### src/rtl/core/pws_pkg.sv
`timescale 1ns / 1ps
// ----------------------------------------------------------------------------
// Periodic window scheduler package
// Register indexes and sequencer state types shared by the scheduler.
// ----------------------------------------------------------------------------
package pws_pkg;

    localparam int CFG_INDEX_BITS = 3;

    localparam logic [CFG_INDEX_BITS-1:0] CFG_PERIOD      = 3'd0;
    localparam logic [CFG_INDEX_BITS-1:0] CFG_FIRST_START = 3'd1;
    localparam logic [CFG_INDEX_BITS-1:0] CFG_FIRST_STOP  = 3'd2;
    localparam logic [CFG_INDEX_BITS-1:0] CFG_LAST_UPDATE = 3'd3;
    localparam logic [CFG_INDEX_BITS-1:0] CFG_WAS_RUNNING = 3'd4;

    typedef enum logic [3:0] {
        ST_IDLE,
        ST_FIX_INIT,
        ST_ADV,
        ST_DIV,
        ST_SPAN,
        ST_APPLY,
        ST_FIX_NOW,
        ST_FIX_START,
        ST_REG_STOP,
        ST_REG_START,
        ST_DONE
    } pws_state_t;

    // Where the sequencer resumes after a window advance.
    typedef enum logic [1:0] {
        PH_LAST_UPDATE,
        PH_FIX_NOW,
        PH_REGULAR
    } pws_phase_t;

endpackage

### src/rtl/core/pws_rem_unit.sv
`timescale 1ns / 1ps
// ----------------------------------------------------------------------------
// Periodic window scheduler remainder unit
// Restoring bit-serial division that yields dividend mod divisor, one
// dividend bit per cycle.
// ----------------------------------------------------------------------------
module pws_rem_unit #(
    parameter int TIME_BITS   = 40,
    parameter int PERIOD_BITS = 24
) (
    input  logic                   clk,
    input  logic                   rst_n,
    input  logic                   start,
    input  logic [TIME_BITS-1:0]   dividend,
    input  logic [PERIOD_BITS-1:0] divisor,
    output logic                   done,
    output logic [PERIOD_BITS-1:0] remainder
);

    localparam int CNT_W = $clog2(TIME_BITS + 1);

    logic [CNT_W-1:0]       cnt_reg, cnt_next;
    logic                   done_reg, done_next;
    logic [TIME_BITS-1:0]   shift_reg, shift_next;
    logic [PERIOD_BITS-1:0] rem_reg, rem_next;
    logic [PERIOD_BITS:0]   rem_shift;
    logic [PERIOD_BITS:0]   rem_diff;

    assign rem_shift = {rem_reg, shift_reg[TIME_BITS-1]};
    assign rem_diff  = rem_shift - {1'b0, divisor};

    always_comb
    begin
        cnt_next   = cnt_reg;
        done_next  = 1'b0;
        shift_next = shift_reg;
        rem_next   = rem_reg;
        if (start)
        begin
            cnt_next   = CNT_W'(TIME_BITS);
            shift_next = dividend;
            rem_next   = '0;
        end
        else if (cnt_reg != '0)
        begin
            shift_next = {shift_reg[TIME_BITS-2:0], 1'b0};
            // The partial remainder stays below the divisor, so the
            // difference always fits back into the remainder width.
            if (rem_shift >= {1'b0, divisor})
                rem_next = rem_diff[PERIOD_BITS-1:0];
            else
                rem_next = rem_shift[PERIOD_BITS-1:0];
            cnt_next  = cnt_reg - CNT_W'(1);
            done_next = (cnt_reg == CNT_W'(1));
        end
    end

    always_ff @(posedge clk or negedge rst_n)
    begin
        if (!rst_n)
        begin
            cnt_reg  <= '0;
            done_reg <= 1'b0;
        end
        else
        begin
            cnt_reg  <= cnt_next;
            done_reg <= done_next;
        end
    end

    always_ff @(posedge clk)
    begin
        shift_reg <= shift_next;
        rem_reg   <= rem_next;
    end

    assign done      = done_reg;
    assign remainder = rem_reg;

endmodule

### src/rtl/core/periodic_window_scheduler.sv
`timescale 1ns / 1ps
// A request is taken in the idle state, and its result loads into the output register
// from the done state, which waits while a held result is stalled. An advance runs the
// advance, divide, span and apply states; the first request may advance twice.
// One request at a time: a new request is taken only after the previous result loads,
// and the request side stalls while the bit-serial divider runs.
// Reset is asynchronous, active low; registers with a reset return to their reset values.
// ----------------------------------------------------------------------------
// Periodic window scheduler
// Moves a repeating start/stop window forward by whole periods and reports
// start, stop and resume events for each time request.
// ----------------------------------------------------------------------------
module periodic_window_scheduler
    import pws_pkg::*;
#(
    parameter int TIME_BITS   = 40,
    parameter int PERIOD_BITS = 24
) (
    input  logic                      clk,
    input  logic                      rst_n,
    input  logic                      cfg_we,
    input  logic [CFG_INDEX_BITS-1:0] cfg_index,
    input  logic [TIME_BITS-1:0]      cfg_data,
    input  logic                      in_valid,
    output logic                      in_stall,
    input  logic [TIME_BITS-1:0]      now_seconds,
    output logic                      out_valid,
    input  logic                      out_stall,
    output logic                      resume_called,
    output logic                      stop_called,
    output logic                      start_called,
    output logic [1:0]                change_events,
    output logic                      active,
    output logic [TIME_BITS:0]        next_start,
    output logic [TIME_BITS:0]        next_stop
);

    localparam int WIN_BITS = TIME_BITS + 1;

    // Configuration registers.
    logic [PERIOD_BITS-1:0] period_cfg_reg;
    logic [TIME_BITS-1:0]   first_start_reg;
    logic [TIME_BITS-1:0]   first_stop_reg;
    logic [TIME_BITS-1:0]   last_update_reg;
    logic                   was_running_reg;

    pws_state_t state_reg, state_next;
    pws_phase_t phase_reg, phase_next;

    logic [PERIOD_BITS-1:0] held_period_reg, held_period_next;
    logic [TIME_BITS-1:0]   now_reg, now_next;
    logic [TIME_BITS-1:0]   ref_reg, ref_next;
    logic [TIME_BITS-1:0]   d_reg, d_next;
    logic [WIN_BITS-1:0]    span_reg, span_next;
    logic [WIN_BITS-1:0]    win_start_reg, win_start_next;
    logic [WIN_BITS-1:0]    win_stop_reg, win_stop_next;
    logic                   running_reg, running_next;
    logic                   fixup_reg, fixup_next;
    logic                   resume_f_reg, resume_f_next;
    logic                   stop_f_reg, stop_f_next;
    logic                   start_f_reg, start_f_next;
    logic [1:0]             events_reg, events_next;

    logic                   out_valid_reg, out_valid_next;
    logic                   out_resume_reg, out_stop_reg, out_start_reg, out_active_reg;
    logic [1:0]             out_events_reg;
    logic [WIN_BITS-1:0]    out_start_time_reg, out_stop_time_reg;
    logic                   out_load;

    logic                   div_start;
    logic                   div_done;
    logic [PERIOD_BITS-1:0] div_rem;
    logic [TIME_BITS-1:0]   adv_dist;
    logic [WIN_BITS:0]      start_sum;
    logic                   now_ge_stop;
    logic                   now_ge_start;
    logic                   ref_ge_stop;
    pws_state_t             adv_return;

    assign now_ge_stop  = {1'b0, now_reg} >= win_stop_reg;
    assign now_ge_start = {1'b0, now_reg} >= win_start_reg;
    assign ref_ge_stop  = {1'b0, ref_reg} >= win_stop_reg;
    assign adv_dist     = ref_reg - win_stop_reg[TIME_BITS-1:0];
    assign start_sum    = {1'b0, win_start_reg} + {1'b0, span_reg};

    always_comb
    begin
        unique case (phase_reg)
            PH_LAST_UPDATE: adv_return = ST_FIX_NOW;
            PH_FIX_NOW:     adv_return = ST_FIX_START;
            PH_REGULAR:     adv_return = ST_REG_START;
            default:        adv_return = ST_REG_START;
        endcase
    end

    // Configuration writes.
    always_ff @(posedge clk or negedge rst_n)
    begin
        if (!rst_n)
        begin
            period_cfg_reg  <= PERIOD_BITS'(1);
            first_start_reg <= '0;
            first_stop_reg  <= TIME_BITS'(1);
            last_update_reg <= '0;
            was_running_reg <= 1'b0;
        end
        else if (cfg_we)
        begin
            unique case (cfg_index)
                CFG_PERIOD:      period_cfg_reg  <= cfg_data[PERIOD_BITS-1:0];
                CFG_FIRST_START: first_start_reg <= cfg_data;
                CFG_FIRST_STOP:  first_stop_reg  <= cfg_data;
                CFG_LAST_UPDATE: last_update_reg <= cfg_data;
                CFG_WAS_RUNNING: was_running_reg <= cfg_data[0];
                default:         ;
            endcase
        end
    end

    pws_rem_unit #(
        .TIME_BITS   (TIME_BITS),
        .PERIOD_BITS (PERIOD_BITS)
    ) u_rem (
        .clk       (clk),
        .rst_n     (rst_n),
        .start     (div_start),
        .dividend  (adv_dist),
        .divisor   (held_period_reg),
        .done      (div_done),
        .remainder (div_rem)
    );

    always_comb
    begin
        state_next       = state_reg;
        phase_next       = phase_reg;
        held_period_next = held_period_reg;
        now_next         = now_reg;
        ref_next         = ref_reg;
        d_next           = d_reg;
        span_next        = span_reg;
        win_start_next   = win_start_reg;
        win_stop_next    = win_stop_reg;
        running_next     = running_reg;
        fixup_next       = fixup_reg;
        resume_f_next    = resume_f_reg;
        stop_f_next      = stop_f_reg;
        start_f_next     = start_f_reg;
        events_next      = events_reg;
        div_start        = 1'b0;
        out_load         = 1'b0;
        out_valid_next   = out_valid_reg && out_stall;

        unique case (state_reg)
            ST_IDLE:
            begin
                if (in_valid)
                begin
                    now_next      = now_seconds;
                    resume_f_next = 1'b0;
                    stop_f_next   = 1'b0;
                    start_f_next  = 1'b0;
                    events_next   = 2'd0;
                    state_next    = fixup_reg ? ST_FIX_INIT : ST_REG_STOP;
                end
            end
            ST_FIX_INIT:
            begin
                held_period_next = (period_cfg_reg == '0) ? PERIOD_BITS'(1) : period_cfg_reg;
                win_start_next   = {1'b0, first_start_reg};
                win_stop_next    = {1'b0, first_stop_reg};
                running_next     = was_running_reg;
                ref_next         = last_update_reg;
                phase_next       = PH_LAST_UPDATE;
                state_next       = ST_ADV;
            end
            ST_ADV:
            begin
                if (ref_ge_stop)
                begin
                    d_next     = adv_dist;
                    div_start  = 1'b1;
                    state_next = ST_DIV;
                end
                else
                begin
                    state_next = adv_return;
                end
            end
            ST_DIV:
            begin
                if (div_done)
                    state_next = ST_SPAN;
            end
            ST_SPAN:
            begin
                // Whole periods past the reference: d - (d mod p) + p.
                span_next  = {1'b0, d_reg} - WIN_BITS'(div_rem) + WIN_BITS'(held_period_reg);
                state_next = ST_APPLY;
            end
            ST_APPLY:
            begin
                win_stop_next  = win_stop_reg + span_reg;
                win_start_next = start_sum[WIN_BITS] ? '1 : start_sum[WIN_BITS-1:0];
                state_next     = adv_return;
            end
            ST_FIX_NOW:
            begin
                events_next = 2'd1;
                fixup_next  = 1'b0;
                if (now_ge_stop)
                begin
                    if (running_reg)
                    begin
                        resume_f_next = 1'b1;
                        stop_f_next   = 1'b1;
                        running_next  = 1'b0;
                    end
                    ref_next   = now_reg;
                    phase_next = PH_FIX_NOW;
                    state_next = ST_ADV;
                end
                else
                begin
                    if (now_ge_start)
                    begin
                        if (running_reg)
                            resume_f_next = 1'b1;
                        else
                            start_f_next = 1'b1;
                        running_next = 1'b1;
                    end
                    state_next = ST_REG_STOP;
                end
            end
            ST_FIX_START:
            begin
                if (now_ge_start)
                begin
                    start_f_next = 1'b1;
                    running_next = 1'b1;
                end
                state_next = ST_REG_STOP;
            end
            ST_REG_STOP:
            begin
                if (running_reg && now_ge_stop)
                begin
                    stop_f_next  = 1'b1;
                    running_next = 1'b0;
                    events_next  = events_reg + 2'd1;
                    ref_next     = now_reg;
                    phase_next   = PH_REGULAR;
                    state_next   = ST_ADV;
                end
                else
                begin
                    state_next = ST_REG_START;
                end
            end
            ST_REG_START:
            begin
                if (!running_reg && now_ge_start)
                begin
                    start_f_next = 1'b1;
                    running_next = 1'b1;
                    events_next  = events_reg + 2'd1;
                end
                state_next = ST_DONE;
            end
            ST_DONE:
            begin
                // Wait until the output register is free.
                if (!out_valid_reg || !out_stall)
                begin
                    out_load       = 1'b1;
                    out_valid_next = 1'b1;
                    state_next     = ST_IDLE;
                end
            end
            default:
            begin
                state_next = ST_IDLE;
            end
        endcase
    end

    always_ff @(posedge clk or negedge rst_n)
    begin
        if (!rst_n)
        begin
            state_reg       <= ST_IDLE;
            phase_reg       <= PH_LAST_UPDATE;
            held_period_reg <= PERIOD_BITS'(1);
            win_start_reg   <= '0;
            win_stop_reg    <= '0;
            running_reg     <= 1'b0;
            fixup_reg       <= 1'b1;
            out_valid_reg   <= 1'b0;
        end
        else
        begin
            state_reg       <= state_next;
            phase_reg       <= phase_next;
            held_period_reg <= held_period_next;
            win_start_reg   <= win_start_next;
            win_stop_reg    <= win_stop_next;
            running_reg     <= running_next;
            fixup_reg       <= fixup_next;
            out_valid_reg   <= out_valid_next;
        end
    end

    always_ff @(posedge clk)
    begin
        now_reg      <= now_next;
        ref_reg      <= ref_next;
        d_reg        <= d_next;
        span_reg     <= span_next;
        resume_f_reg <= resume_f_next;
        stop_f_reg   <= stop_f_next;
        start_f_reg  <= start_f_next;
        events_reg   <= events_next;
        if (out_load)
        begin
            out_resume_reg     <= resume_f_reg;
            out_stop_reg       <= stop_f_reg;
            out_start_reg      <= start_f_reg;
            out_events_reg     <= events_reg;
            out_active_reg     <= running_reg;
            out_start_time_reg <= win_start_reg;
            out_stop_time_reg  <= win_stop_reg;
        end
    end

    assign in_stall      = (state_reg != ST_IDLE);
    assign out_valid     = out_valid_reg;
    assign resume_called = out_resume_reg;
    assign stop_called   = out_stop_reg;
    assign start_called  = out_start_reg;
    assign change_events = out_events_reg;
    assign active        = out_active_reg;
    assign next_start    = out_start_time_reg;
    assign next_stop     = out_stop_time_reg;

endmodule

### config.mk
export PLATFORM = sky130hd
export DESIGN_NAME = periodic_window_scheduler
export DESIGN_NICKNAME = d
export VERILOG_FILES = /design/src/rtl/core/pws_pkg.sv /design/src/rtl/core/pws_rem_unit.sv /design/src/rtl/core/periodic_window_scheduler.sv
export SDC_FILE = /design/constraint.sdc
export NUM_CORES = 1
export LEC_CHECK = 0
export BUFFER_PORTS_ARGS = -buffer_cell sky130_fd_sc_hd__clkbuf_2
export CAP_MARGIN = 10
export CORE_AREA = 4 4 266 268
export CTS_CLUSTER_SIZE = 10
export DETAILED_ROUTE_END_ITERATION = 8
export DIE_AREA = 0 0 270 272
export PLACE_DENSITY = 0.79
export SKIP_LAST_GASP = 1
export SLEW_MARGIN = 15
export SYNTH_ARGS = -nofsm -noshare
export SYNTH_HDL_FRONTEND = slang
export SYNTH_SLANG_ARGS = --single-unit
### constraint.sdc
create_clock -name clk -period 6.5 [get_ports clk]
set_input_delay 1.3 -clock clk [delete_from_list [all_inputs] [get_ports clk]]
set_output_delay 1.3 -clock clk [all_outputs]
set_load 0.02 [all_outputs]
### After elaboration in Yosys (flattened, before gate mapping)

Index checks and enable logic that the tools add are counted.

| storage, ports and cells | value |
|---|---|
| flip-flop bits (word level) | 585 |
| bits of input ports | 88 |

| operators by class | value |
|---|---|
| $add $sub $neg | 8 |
| $lt $le $gt $ge | 4 |
| eq/ne operators | 28 |
| muxes and demuxes | 55 |
| reduce and logical (&&, ||, !) cells | 35 |

Operators by type and width:

| cell | count |
|---|---|
| one-hot mux 41 bit (2 select lines) | 2 |
| 2-to-1 mux 40 bit | 4 |
| greater-or-equal comparator 40 x 41 -> 1 bit | 3 |
| one-hot mux 40 bit (3 select lines) | 1 |
| 2-to-1 mux 24 bit | 2 |
| one-hot mux 4 bit (11 select lines) | 1 |
| adder 41 x 41 -> 42 bit | 1 |
| adder 41 x 24 -> 41 bit | 1 |
| adder 41 bit | 1 |
| 2-to-1 mux 41 bit | 1 |
| subtractor 40 x 24 -> 41 bit | 1 |
| subtractor 40 bit | 1 |
| 2-to-1 mux 4 bit | 7 |
| greater-or-equal comparator 25 x 24 -> 1 bit | 1 |
| zero test 24 bit | 1 |
| subtractor 24 bit | 1 |
| 2-to-1 mux 1 bit | 23 |
| != test 2 bit (second input constant) | 10 |
| equality test 4 x 3 -> 1 bit (second input constant) | 4 |
| AND reduction 2 bit | 7 |
| equality test 4 bit (second input constant) | 3 |
| 2-to-1 mux 6 bit | 2 |
| AND reduction 3 bit | 4 |
| nonzero test 4 bit | 3 |
| 32 further kinds | 45 |

### Depth between registers and ports, before layout

Gate-level depths: netlist of the first run.

| logic depth | value |
|---|---|
| depth after elaboration | 4 |
| depth in mapped cells | 16 |

### By module

From an unflattened synthesis of the first run, not the netlist that was laid out.

| second synthesis, totals | value |
|---|---|
| cell total of the unflattened synthesis | 3,110 |
| area total of the unflattened synthesis | 34,015.1 sq um |

Modules (own cells, without submodules):

| module | times used | cells each | area an instance (sq um) | seq. area each (sq um) |
|---|---|---|---|---|
| periodic_window_scheduler | 1 | 2,658 | 29,517.1 | 14,138.6 |
| pws_rem_unit | 1 | 452 | 4,498.1 | 1,856.8 |

### Least setup slack after synthesis of the first run

No wires, ideal clock.

| timing path | value |
|---|---|
| path type | input -> register |
| start | input port out_stall |
| end | register out_active_reg, in the netlist active (enable) |
| library setup time | 0.564 ns |
| data arrival time | 5.464 ns |
| required time | 5.936 ns |
| slack | 0.473 ns |
| cell stages on the path | 1 |
| path through | a21oi_1 |

| between the ends | value |
|---|---|
| cells in the longest elaborated chain, start to end | 4 |

Ends and longest elaborated chain:

| item | RTL line | text |
|---|---|---|
| from (decl) | periodic_window_scheduler.sv:28 | `input logic out_stall,` |
| zero test 1 bit | periodic_window_scheduler.sv:274 | `if (!out_valid_reg \|\| !out_stall)` |
| logical OR 1 bit | periodic_window_scheduler.sv:274 |  |
| 2-to-1 mux 1 bit | periodic_window_scheduler.sv:274 |  |
| 2-to-1 mux 1 bit | periodic_window_scheduler.sv:154 | `unique case (state_reg)` |
| to (signal assigned) | periodic_window_scheduler.sv:330 | `out_active_reg <= running_reg;` |
| to (decl) | periodic_window_scheduler.sv:65 | `logic out_resume_reg, out_stop_reg, out_start_reg, out_active_reg;` |

Every way passes these cells.
A chain may end at the register's enable or synchronous reset.

### Worst setup path in the final report of the first run

| timing path | value |
|---|---|
| start | register win_stop_reg[1] |
| end | register u_rem.shift_reg[36] (enable) |

| between the ends | value |
|---|---|
| cells in the longest elaborated chain, start to end | 4 |

Ends and longest elaborated chain:

| item | RTL line | text |
|---|---|---|
| from (decl) | periodic_window_scheduler.sv:56 | `logic [WIN_BITS-1:0] win_stop_reg, win_stop_next;` |
| from (signal assigned) | periodic_window_scheduler.sv:307 | `win_stop_reg <= win_stop_next;` |
| greater-or-equal comparator 40 x 41 -> 1 bit | periodic_window_scheduler.sv:82 | `assign ref_ge_stop = {1'b0, ref_reg} >= win_stop_reg;` |
| 2-to-1 mux 1 bit | periodic_window_scheduler.sv:179 | `if (ref_ge_stop)` |
| 2-to-1 mux 1 bit | periodic_window_scheduler.sv:154 |  |
| nonzero test 2 bit (no source line) | n/a |  |
| to (signal assigned) | pws_rem_unit.sv:74 | `shift_reg <= shift_next;` |
| to (decl) | pws_rem_unit.sv:24 | `logic [TIME_BITS-1:0] shift_reg, shift_next;` |

Every way passes these cells.

==> results.txt, run 1 <==
* Result of the run: finished clean
- Total DRC errors in the routed layout: 0
- Clock transition at path regs: ~60 ps
- For the worst setup path, the data required time is 6590 ps.
* Post-Syn Area per Cell: 10.8 sq um
- Start-to-end type of the worst setup path: flip-flop to flip-flop
* Most common flop cell mapped by yosys: sky130_fd_sc_hd__edfxtp_1
* Area of the mapped netlist: 34,000 sq um
- Arrival @ worst endpoint: 4450 ps
- Reg2reg path depth: 12
* CORE AREA: roughly 68,000 sq um
* Number of buffers created by CTS: 70
- Setup violations remaining at the end of the flow were counted as 0.
- Non-Filler Cell Area, Final: 38,000 sq um
- Number of instances in the synthesized netlist: 3,155
- Using the TritonRoute via totals, the vias-per-cell ratio works out to 6.21.
- Layout Utilization: 55.7%
- In this run, post-CTS hold repair placed 0 buffers.
- Clock tree synthesis selected as its root buffer the cell sky130_fd_sc_hd__clkbuf_16.
- In this run the worst hold path is classified as flip-flop to flip-flop.
* Die Area: ~73,000 sq um
- GRT Resource Usage Total: between 20 and 30%
- After layout, the minimum clock period comes to around 4400 ps.
- In this run the register-to-register setup slack is approximately 2100 ps.
- From left edge to right edge, the die measures 270 um.
- Final weighted congestion in routability-driven placement: 1.00
- Top-area cell type share of the netlist area: 26.0%
- Cell with the most instances after synthesis: sky130_fd_sc_hd__edfxtp_1
- The synthesized design spends more area on one cell type than any other, namely sky130_fd_sc_hd__edfxtp_1.
- Launching element type of the critical path: flip-flop
- The final hold violation count is 0.
- Iteration-0 DRC Markers: 2,771
- In the global route stage, met1 resource usage came out at 39.0%.
* Synthesis warning total: 0
- Post-synth EDFFs: 294
- DR vias: about 27,000
- Input and output buffers added on the ports amount to 177.
- When the netlist entered floorplanning its net count stood at 3,539.
- Max IR drop VDD: 162 uV
* Leakage dissipation: 16.6 nW
- The worst register-to-register path ends at u_rem.shift_reg[36].
* Startpoint of the worst-slack reg-to-reg timing path: win_stop_reg[1]
- The finished layout holds 4,273 standard cells, fillers aside.
- Area overhead of the layout relative to synthesis: 11.9%
- During I/O placement, the number of pins put on the boundary was 178.
- After the last flow step, the layout net total stands at 3,711.
- Vias in the first global route: 25,700
* Register area share after synthesis: 47.0%
- Routed Wire Length: slightly above 100,000 um
- Worst hold slack: ~420 ps
- In this design, the stage delay of the slowest critical-path cell is 680 ps.
- Initial core utilization: 49.8%
- Total Negative Setup Slacks: 0 ps
- In this run the vertical extent of the chip is 272 um.
* CTS-repair resized insts: 0
* Final global-route overflow total: 0
- Total iterations of the first detailed-routing run: 8
- Row generation in the floorplan step produced 96 rows.
- Clock latency on the worst-skew pair, taken at its later pin, is 610 ps.
- Unrepaired setup endpoints after global routing: no
- The clock drives 585 sinks.
- Library cells used by synthesis: 92
- Counting flops and latches in the post-synthesis netlist gives 585.
- Highest attainable clock frequency: 0.229 GHz
- H-tree level count: 3
- Average wire per cell in the routed design: between 20 and 25 um
- The number of antenna violations at the first check in global routing came to 15.
* Half-perimeter wire length of the detailed placement result: 76,100 um
* Met2 track demand over resource: 40.9%
- Power per cell area: about 260 nW/um^2
* Critical Path Sink: u_rem.shift_reg[36]
* Top cells by area, synth: sky130_fd_sc_hd__edfxtp_1, sky130_fd_sc_hd__dfrtp_1, sky130_fd_sc_hd__ha_1, sky130_fd_sc_hd__mux2_2, sky130_fd_sc_hd__a21oi_1
* Post-CTS setup repair buffer count: 0
- Final Slew Violations: 0
- The critical path goes through inv_1 > ha_1 > nor2b_1 > o21a_1 > o21a_1 > o31a_1 > o21ai_2 > a21oi_1 > o31a_1 > o21ai_4 > buf_4 > nand2_2.
- Slew of the pin with the lowest slew margin: between 1000 and 1500 ps
- Layer with the highest usage: met2
* Pin count of the biggest net entering global routing: 120
- Final Skew: 37.6 ps
- Max-cap violations in this run came to 0.
- The longest clock path from root to sink contains 3 buffers.
- Placement Cell Area: roughly 36,000 sq um
* CTS tree: done
- Global-route wire length before repair: 155,000 um
- Met3 routing resource usage after global routing: 6.39%
- In this run, placement finished with an instance count of between 4,000 and 5,000.
* Kind of end point of the critical path: flip-flop
- In this run the worst setup path begins at win_stop_reg[1].
- Along the worst path, the maximum fanout reaches 41.
- Headroom to the max-slew limit: 24.6%
* Fraction of registers with async set/reset: 45.6%
- By count the netlist is led by sky130_fd_sc_hd__edfxtp_1, sky130_fd_sc_hd__ha_1, sky130_fd_sc_hd__dfrtp_1.
- For this design, the slowest cell found on the critical path is sky130_fd_sc_hd__nand2_2.
- Final critical-path share of the clock period: 67.1%
- The post-route netlist has between 15 and 20% of its cells at a drive strength greater than 1.
- The detail route stage leaves a number of antenna-violating nets equal to 0.
[stage by stage]
stage,worst slack (ps),power [W]
final,2140,0.00986
after global routing,1860,0.0102
after CTS,2170,0.00986
after detailed placement,2180,0.00611
after global placement,2290,0.00608
after floorplan,473,0.00558
[metal layers]
metal,up-vias,wire length [um]
li1,12000,-
met1,13000,43900
met2,1327,44300
met3,209,11200
met4,8,3320
met5,-,55
[where the power goes]
| group | internal (W) | switching [W] | total [W] |
|---|---|---|---|
| Combinational | 0.000705 | 0.000962 | 0.00167 |
| Clock | 0.00220 | 0.00156 | 0.00376 |
| Sequential | 0.00422 | 0.000209 | 0.00443 |
| Total | 0.00713 | 0.00273 | 0.00986 |
[worst max-delay path: cells and delay by family, from the launching register on]
family,cells,cell delay [ps]
AOI/OAI and AO/OA,7,1660
adders and majority gates,1,320
buffers and inverters,2,560
DFF,1,430
and+or+nand+nor,2,820
[how the worst min path moves through the flow]
stage	start	end	slack, ps	cells past startpoint
2_1_floorplan	start_f_reg	start_called	400	0
3_3_place_gp	start_f_reg	start_called	410	0
3_5_place_dp	stop_f_reg	stop_called	410	0
4_1_cts	stop_f_reg	stop_called	430	0
5_1_grt	start_f_reg	start_called	430	0
6_report	stop_f_reg	stop_called	420	0
[cell type report]
cell class	count	area, sq um
Fill cell	5684	30300
Multi-Input combinational cell	2212	16700
Sequential cell	585	16000
Clock buffer	124	2080
Tap cell	882	1100
Timing Repair Buffer	200	1080
Inverter	258	971
Clock inverter	6	72.6
Antenna cell	6	15.0
[cell usage in the layout, fill, tap and decap left out, types with 11 or more instances in the layout]
cell / synthesis / final
sky130_fd_sc_hd__a21oi_1: 217 / 216
sky130_fd_sc_hd__fa_1: 28 / 28
sky130_fd_sc_hd__clkbuf_2: 1 / 176
sky130_fd_sc_hd__a31oi_1: 22 / 22
sky130_fd_sc_hd__o31ai_1: 17 / 17
sky130_fd_sc_hd__nor2_1: 141 / 139
sky130_fd_sc_hd__and3_1: 28 / 28
sky130_fd_sc_hd__xor2_1: 59 / 59
sky130_fd_sc_hd__nand3_1: 50 / 50
sky130_fd_sc_hd__ha_1: 268 / 268
sky130_fd_sc_hd__nor4_1: 17 / 17
sky130_fd_sc_hd__a21o_1: 138 / 138
sky130_fd_sc_hd__nand2_1: 222 / 221
sky130_fd_sc_hd__dfrtp_1: 263 / 262
sky130_fd_sc_hd__o22ai_1: 11 / 11
sky130_fd_sc_hd__o211ai_1: 16 / 16
sky130_fd_sc_hd__a211oi_1: 23 / 23
sky130_fd_sc_hd__o21ai_0: 212 / 212
sky130_fd_sc_hd__o221ai_1: 33 / 33
sky130_fd_sc_hd__a22oi_1: 38 / 38
sky130_fd_sc_hd__inv_1: 257 / 256
sky130_fd_sc_hd__o21a_1: 36 / 36
sky130_fd_sc_hd__clkbuf_1: 82 / 46
sky130_fd_sc_hd__edfxtp_1: 294 / 294
sky130_fd_sc_hd__o21bai_1: 30 / 30
sky130_fd_sc_hd__nor3_1: 48 / 46
sky130_fd_sc_hd__dfxtp_1: 24 / 24
sky130_fd_sc_hd__clkbuf_16: 0 / 74
sky130_fd_sc_hd__buf_4: 2 / 22
sky130_fd_sc_hd__nand4_1: 30 / 30
sky130_fd_sc_hd__mux2_2: 193 / 193
sky130_fd_sc_hd__nor2b_1: 31 / 31
sky130_fd_sc_hd__xnor2_1: 90 / 90
sky130_fd_sc_hd__nand2b_1: 32 / 31
[cell families after synthesis]
family / after synthesis / synth area share [%]
AOI/OAI and AO/OA: 899 / 17.2
and+or+nand+nor: 658 / 9.32
DFF: 585 / 47.0
buffers and inverters: 358 / 4.05
adders and majority gates: 296 / 11.5
muxes: 210 / 7.04
xor gates and xnor gates: 149 / 3.84
Power figures use the tool's default switching activity.
==> inputs of run 2 (changes only) <==
Settings changed: ABC_AREA from default to 1, CORE_AREA 4 4 266 268 to 4 4 279 281, DIE_AREA 0 0 270 272 to 0 0 283 285.
Clock period 6.5 ns to 4.5 ns, I/O delays scaled along.
==> run 2 against run 1 <==
- critical path type unchanged
- global-route usage grew 8.1 points
- first-iteration DRC count up 58%
- largest cell class unchanged
- synthesized cell count rose by 52%
- critical endpoint is now u_rem.shift_reg[7]
==> results.txt, run 2 <==
- The number of DRC markers after the initial detailed-route iteration is 4,384 (was 2,771).
* CTS tree: done (unchanged)
* Post-layout instance count excluding filler cells: 6,017 (was 4,273)
- Total Negative Setup Slacks: 0 ps (unchanged)
- The post-route cell area was 41,700 sq um (was 38,000 sq um).
* Top cells by area, synth: sky130_fd_sc_hd__edfxtp_1, sky130_fd_sc_hd__dfrtp_1, sky130_fd_sc_hd__nand2_1, sky130_fd_sc_hd__ha_1, sky130_fd_sc_hd__inv_1 (was sky130_fd_sc_hd__edfxtp_1, sky130_fd_sc_hd__dfrtp_1, sky130_fd_sc_hd__ha_1, sky130_fd_sc_hd__mux2_2, sky130_fd_sc_hd__a21oi_1)
* Number of instances in the synthesized netlist: 4,783 (was 3,155)
* Count of final setup violators: 0 (unchanged)
* Maximum buffer depth of the clock tree: 3 (unchanged)
- The proportion of register bits with asynchronous set or reset after synthesis came to 45.6% (unchanged).
- The number of warnings reported in the yosys synthesis log came to 0 (unchanged).
- The estimated wirelength of the detail-placed design is 118,000 um (was 76,100 um).
* Synthesized netlist net count: 5,167 (was 3,539)
- The internal cell power was 0.00933 W (was 0.00713 W).
- Yosys reg bits: 585 (unchanged)
- Critical path fanouts, max: 78 (was 41)
* Placement Cell Area: 39,400 sq um (was 35,900 sq um)
- Post-CTS setup repair buffer count: 0 (unchanged)
* Area of the mapped netlist: 37,400 sq um (was 34,000 sq um)
- The average detailed-routed wire length per instance was 24.3 um (was 24.0 um).
* Post-synth EDFFs: 294 (unchanged)
- Number of buffers inserted by hold repair at cts: 0 (unchanged)
- # Max-Cap Violations: 0 (unchanged)
* Area overhead of the layout relative to synthesis: 11.6% (was 11.9%)
- The relative contribution of sequential cells to total power is 49.6% (was 45.0%).
- Min cycle time layout: 3780 ps (was 4360 ps)
- The reported leakage power was 19.2 nW (was 16.6 nW).
- Number of placed I/O pins: 178 (unchanged)
* Start-to-end type of the worst setup path: flip-flop to flip-flop (unchanged)
- Final weighted congestion in routability-driven placement: 1.04 (was 1.00)
- Final Slew Violations: 0 (unchanged)
* Worst Path Required: 4980 ps (was 6590 ps)
* Number of placed instances with taps included: 5,872 (was 4,137)
* Combinational Power Share: 4.3% (was 16.9%)
- The final hold violation count was 0 (unchanged).
- Worst-skew pair later-pin latency: 630 ps (was 610 ps)
- Slowest CP cell: sky130_fd_sc_hd__inv_4 (was sky130_fd_sc_hd__nand2_2)
- Register area share after synthesis: 42.8% (was 47.0%)
- The largest net degree at the start of global routing came to 101 (was 120).
- The total congestion overflow after global routing is 0 (unchanged).
* Fill cell count: 7,119 (was 5,684)
- The peak per-stage delay on the critical path is 770 ps (was 680 ps).
- Most used cells in the layout excluding fill and tap cells: sky130_fd_sc_hd__nand2_1, sky130_fd_sc_hd__inv_1, sky130_fd_sc_hd__nor2_1 (was sky130_fd_sc_hd__edfxtp_1, sky130_fd_sc_hd__ha_1, sky130_fd_sc_hd__dfrtp_1)
- The maximum clock skew at final layout is 23.1 ps (was 37.6 ps).
- The total number of H-tree levels is 3 (unchanged).
* Clock network power share: 46.1% (was 38.1%)
* Slew of the pin with the lowest slew margin: 1060 ps (was 1130 ps)
* Die Area: 80,700 sq um (was 73,400 sq um)
* Layout Utilization: 55.3% (was 55.7%)
- The most area-hungry cell type in the Yosys netlist is sky130_fd_sc_hd__edfxtp_1 (unchanged).
* Worst hold slack: 245 ps (was 421 ps)
- Result of the run: finished clean (unchanged).
- The most used flip-flop cell after synthesis is sky130_fd_sc_hd__edfxtp_1 (unchanged).
* DR vias: 35,100 (was 26,500)
- Top-area cell type share of the netlist area: 23.6% (was 26.0%)
- CORE AREA: 75,400 sq um (was 68,300 sq um)
- The number of unique standard cell types used by synthesis was 56 (was 92).
* Detailed-route vias per instance: 5.83 (was 6.21)
* Cell repeated most along the worst path: sky130_fd_sc_hd__nand2_2
- Class of the tightest hold or removal check: primary input to asynchronous set/reset pin (was flip-flop to flip-flop)
- Vias in the first global route: 32,700 (was 25,700)
* Cell with the most instances after synthesis: sky130_fd_sc_hd__nand2_1 (was sky130_fd_sc_hd__edfxtp_1)
* Global-route wire length before repair: 211,000 um (was 155,000 um)
* Detail Route Antenna Nets: 0 (unchanged)
- Highest attainable clock frequency: 0.265 GHz (was 0.229 GHz)
- The residual DRC count is 0 (unchanged).
* Cell breakdown of the critical path: inv_1 > ha_1 > nand2_1 > o21ai_2 > nand3_2 > nand2_2 > nand2_2 > nand2_4 > nand2_2 > nand3_2 > nand2_2 > inv_4 > nand2_1 > nand2_1 (was inv_1 > ha_1 > nor2b_1 > o21a_1 > o21a_1 > o31a_1 > o21ai_2 > a21oi_1 > o31a_1 > o21ai_4 > buf_4 > nand2_2)
- The final worst-path cycle share is 83.9% (was 67.1%).
* Number of clock sinks: 585 (unchanged)
- Proportion of layout cells with a drive suffix above 1: 7.50% (was 15.7%)
- The y dimension of the die is 285 um (was 272 um).
- The total of cells resized after clock tree synthesis was 0 (unchanged).
- Max IR drop VDD: 267 uV (was 162 uV)
- Headroom to the max-slew limit: 29.2% (was 24.6%)
- Launching element type of the critical path: flip-flop (unchanged)
- Source of the critical timing path: win_stop_reg[1] (unchanged)
- Total iterations of the first detailed-routing run: 6 (was 8)
- Horizontal extent of the die: 283 um (was 270 um)
- Startpoint of the worst-slack reg-to-reg timing path: win_stop_reg[1] (unchanged)
* Unrepaired setup endpoints after global routing: no (unchanged)
- The global routing usage summed across all routing layers was 35.4% (was 27.3%).
* Number of rows in the core area: 101 (was 96)
- The signal arrival time at the worst endpoint was 4260 ps (was 4450 ps).
* Most common library cell in the layout ignoring fill and taps: sky130_fd_sc_hd__nand2_1 (was sky130_fd_sc_hd__edfxtp_1)
- Post-Syn Area per Cell: 7.82 sq um (was 10.8 sq um)
- The starting density of the core is 49.5% (was 49.8%).
* Initial antenna violation count: 9 (was 15)
* Routed Wire Length: 146,000 um (was 103,000 um)
- The power per standard cell area was 293 nW/um^2 (was 259 nW/um^2).
- The cell count of the worst reg-to-reg path was 14 (was 12).
- The number of buffers added by the clock tree synthesis step was 73 (was 70).
- Count of buffers from port buffering: 177 (unchanged)
- The slack of the worst reg-to-reg path was 720 ps (was 2140 ps).
- Clock transition at path regs: 60 ps (about the same)
* Reg-to-reg critical path endpoint: u_rem.shift_reg[7] (was u_rem.shift_reg[36])
- Net switching share of the total power: 23.5% (was 27.7%)
- Nets: 5,353 (was 3,711)
- P_sw: 0.00287 W (was 0.00273 W)
* Kind of end point of the critical path: flip-flop (unchanged)
* Clock Root Buffer: sky130_fd_sc_hd__clkbuf_16 (unchanged)
* Leading post-synthesis cells by instance count: sky130_fd_sc_hd__nand2_1, sky130_fd_sc_hd__inv_1, sky130_fd_sc_hd__nor2_1 (was sky130_fd_sc_hd__edfxtp_1, sky130_fd_sc_hd__ha_1, sky130_fd_sc_hd__dfrtp_1)
[run 2: cell types whose count changed after synthesis, moves of 140 or more]
cell	before	now
sky130_fd_sc_hd__nand2_1	222	1328
sky130_fd_sc_hd__nor2_1	141	498
sky130_fd_sc_hd__inv_1	257	624
sky130_fd_sc_hd__mux2_2	193	0
sky130_fd_sc_hd__o21ai_0	212	402
sky130_fd_sc_hd__nand3_1	50	190
[run 2: cell families after synthesis]
group	share of synthesized area [%]
simple gates	24.1
compound gates	12.2
buf+inv	7.51
flops	42.8
fa+ha+maj	10.5
xor+xnor	2.95
[run 2: worst max-delay path by stage]
stage / to / slack [ps] / cells past startpoint
final: u_rem.shift_reg[7] / 720 / 14
after global routing: u_rem.shift_reg[7] / 550 / 14
after CTS: u_rem.shift_reg[7] / 830 / 14
after detailed placement: u_rem.shift_reg[7] / 850 / 14
after global placement: d_reg[1] / 880 / 12
after floorplan: active / 750 / 3
[run 2: metrics by stage]
stage          power [W]  setup WS, ps
3_3_place_gp     0.00662           879
3_5_place_dp     0.00664           850
4_1_cts           0.0122           827
5_1_grt           0.0126           546
2_1_floorplan    0.00633           753
6_report          0.0122           724
[run 2: critical path: cells and delay by family, from the launching register on]
| kind | cells | cell delay [ps] |
|---|---|---|
| buffers and inverters | 2 | 1010 |
| and+or+nand+nor | 10 | 1330 |
| adders and majority gates | 1 | 370 |
| AOI/OAI and AO/OA | 1 | 310 |
| DFF | 1 | 560 |
[run 2: metal layers]
| layer | global-route usage, % | wire length (um) | vias to the layer above |
|---|---|---|---|
| met1 | 48.8 | 59200 | 16600 |
| met3 | 8.74 | 17100 | 351 |
| met2 | 52.5 | 61700 | 2042 |
| li1 | - | - | 16100 |
| met4 | 16.5 | 8290 | 6 |
| met5 | 0 | 38 | - |
[run 2: layout make-up]
type | count | area, sq um | share of cell area, %
multi-input cells | 3469 | 18600 | 44.7
flip-flops and latches | 585 | 16000 | 38.3
inverters | 635 | 2390 | 5.72
clock buffers | 119 | 2120 | 5.09
well taps | 978 | 1220 | 2.93
repair buffers | 205 | 1170 | 2.80
clock inverters | 15 | 145 | 0.348
diodes | 11 | 27.5 | 0.0660
[run 2: power groups by stage]
| stage | sequential [W] | combinational [W] | clock, W |
|---|---|---|---|
| 2_1_floorplan | 0.00606 | 0.000275 | 0 |
| 3_3_place_gp | 0.00613 | 0.000483 | 0 |
| 3_5_place_dp | 0.00614 | 0.000502 | 0 |
| 4_1_cts | 0.00604 | 0.000510 | 0.00567 |
| 5_1_grt | 0.00607 | 0.000584 | 0.00590 |
| 6_report | 0.00606 | 0.000520 | 0.00563 |
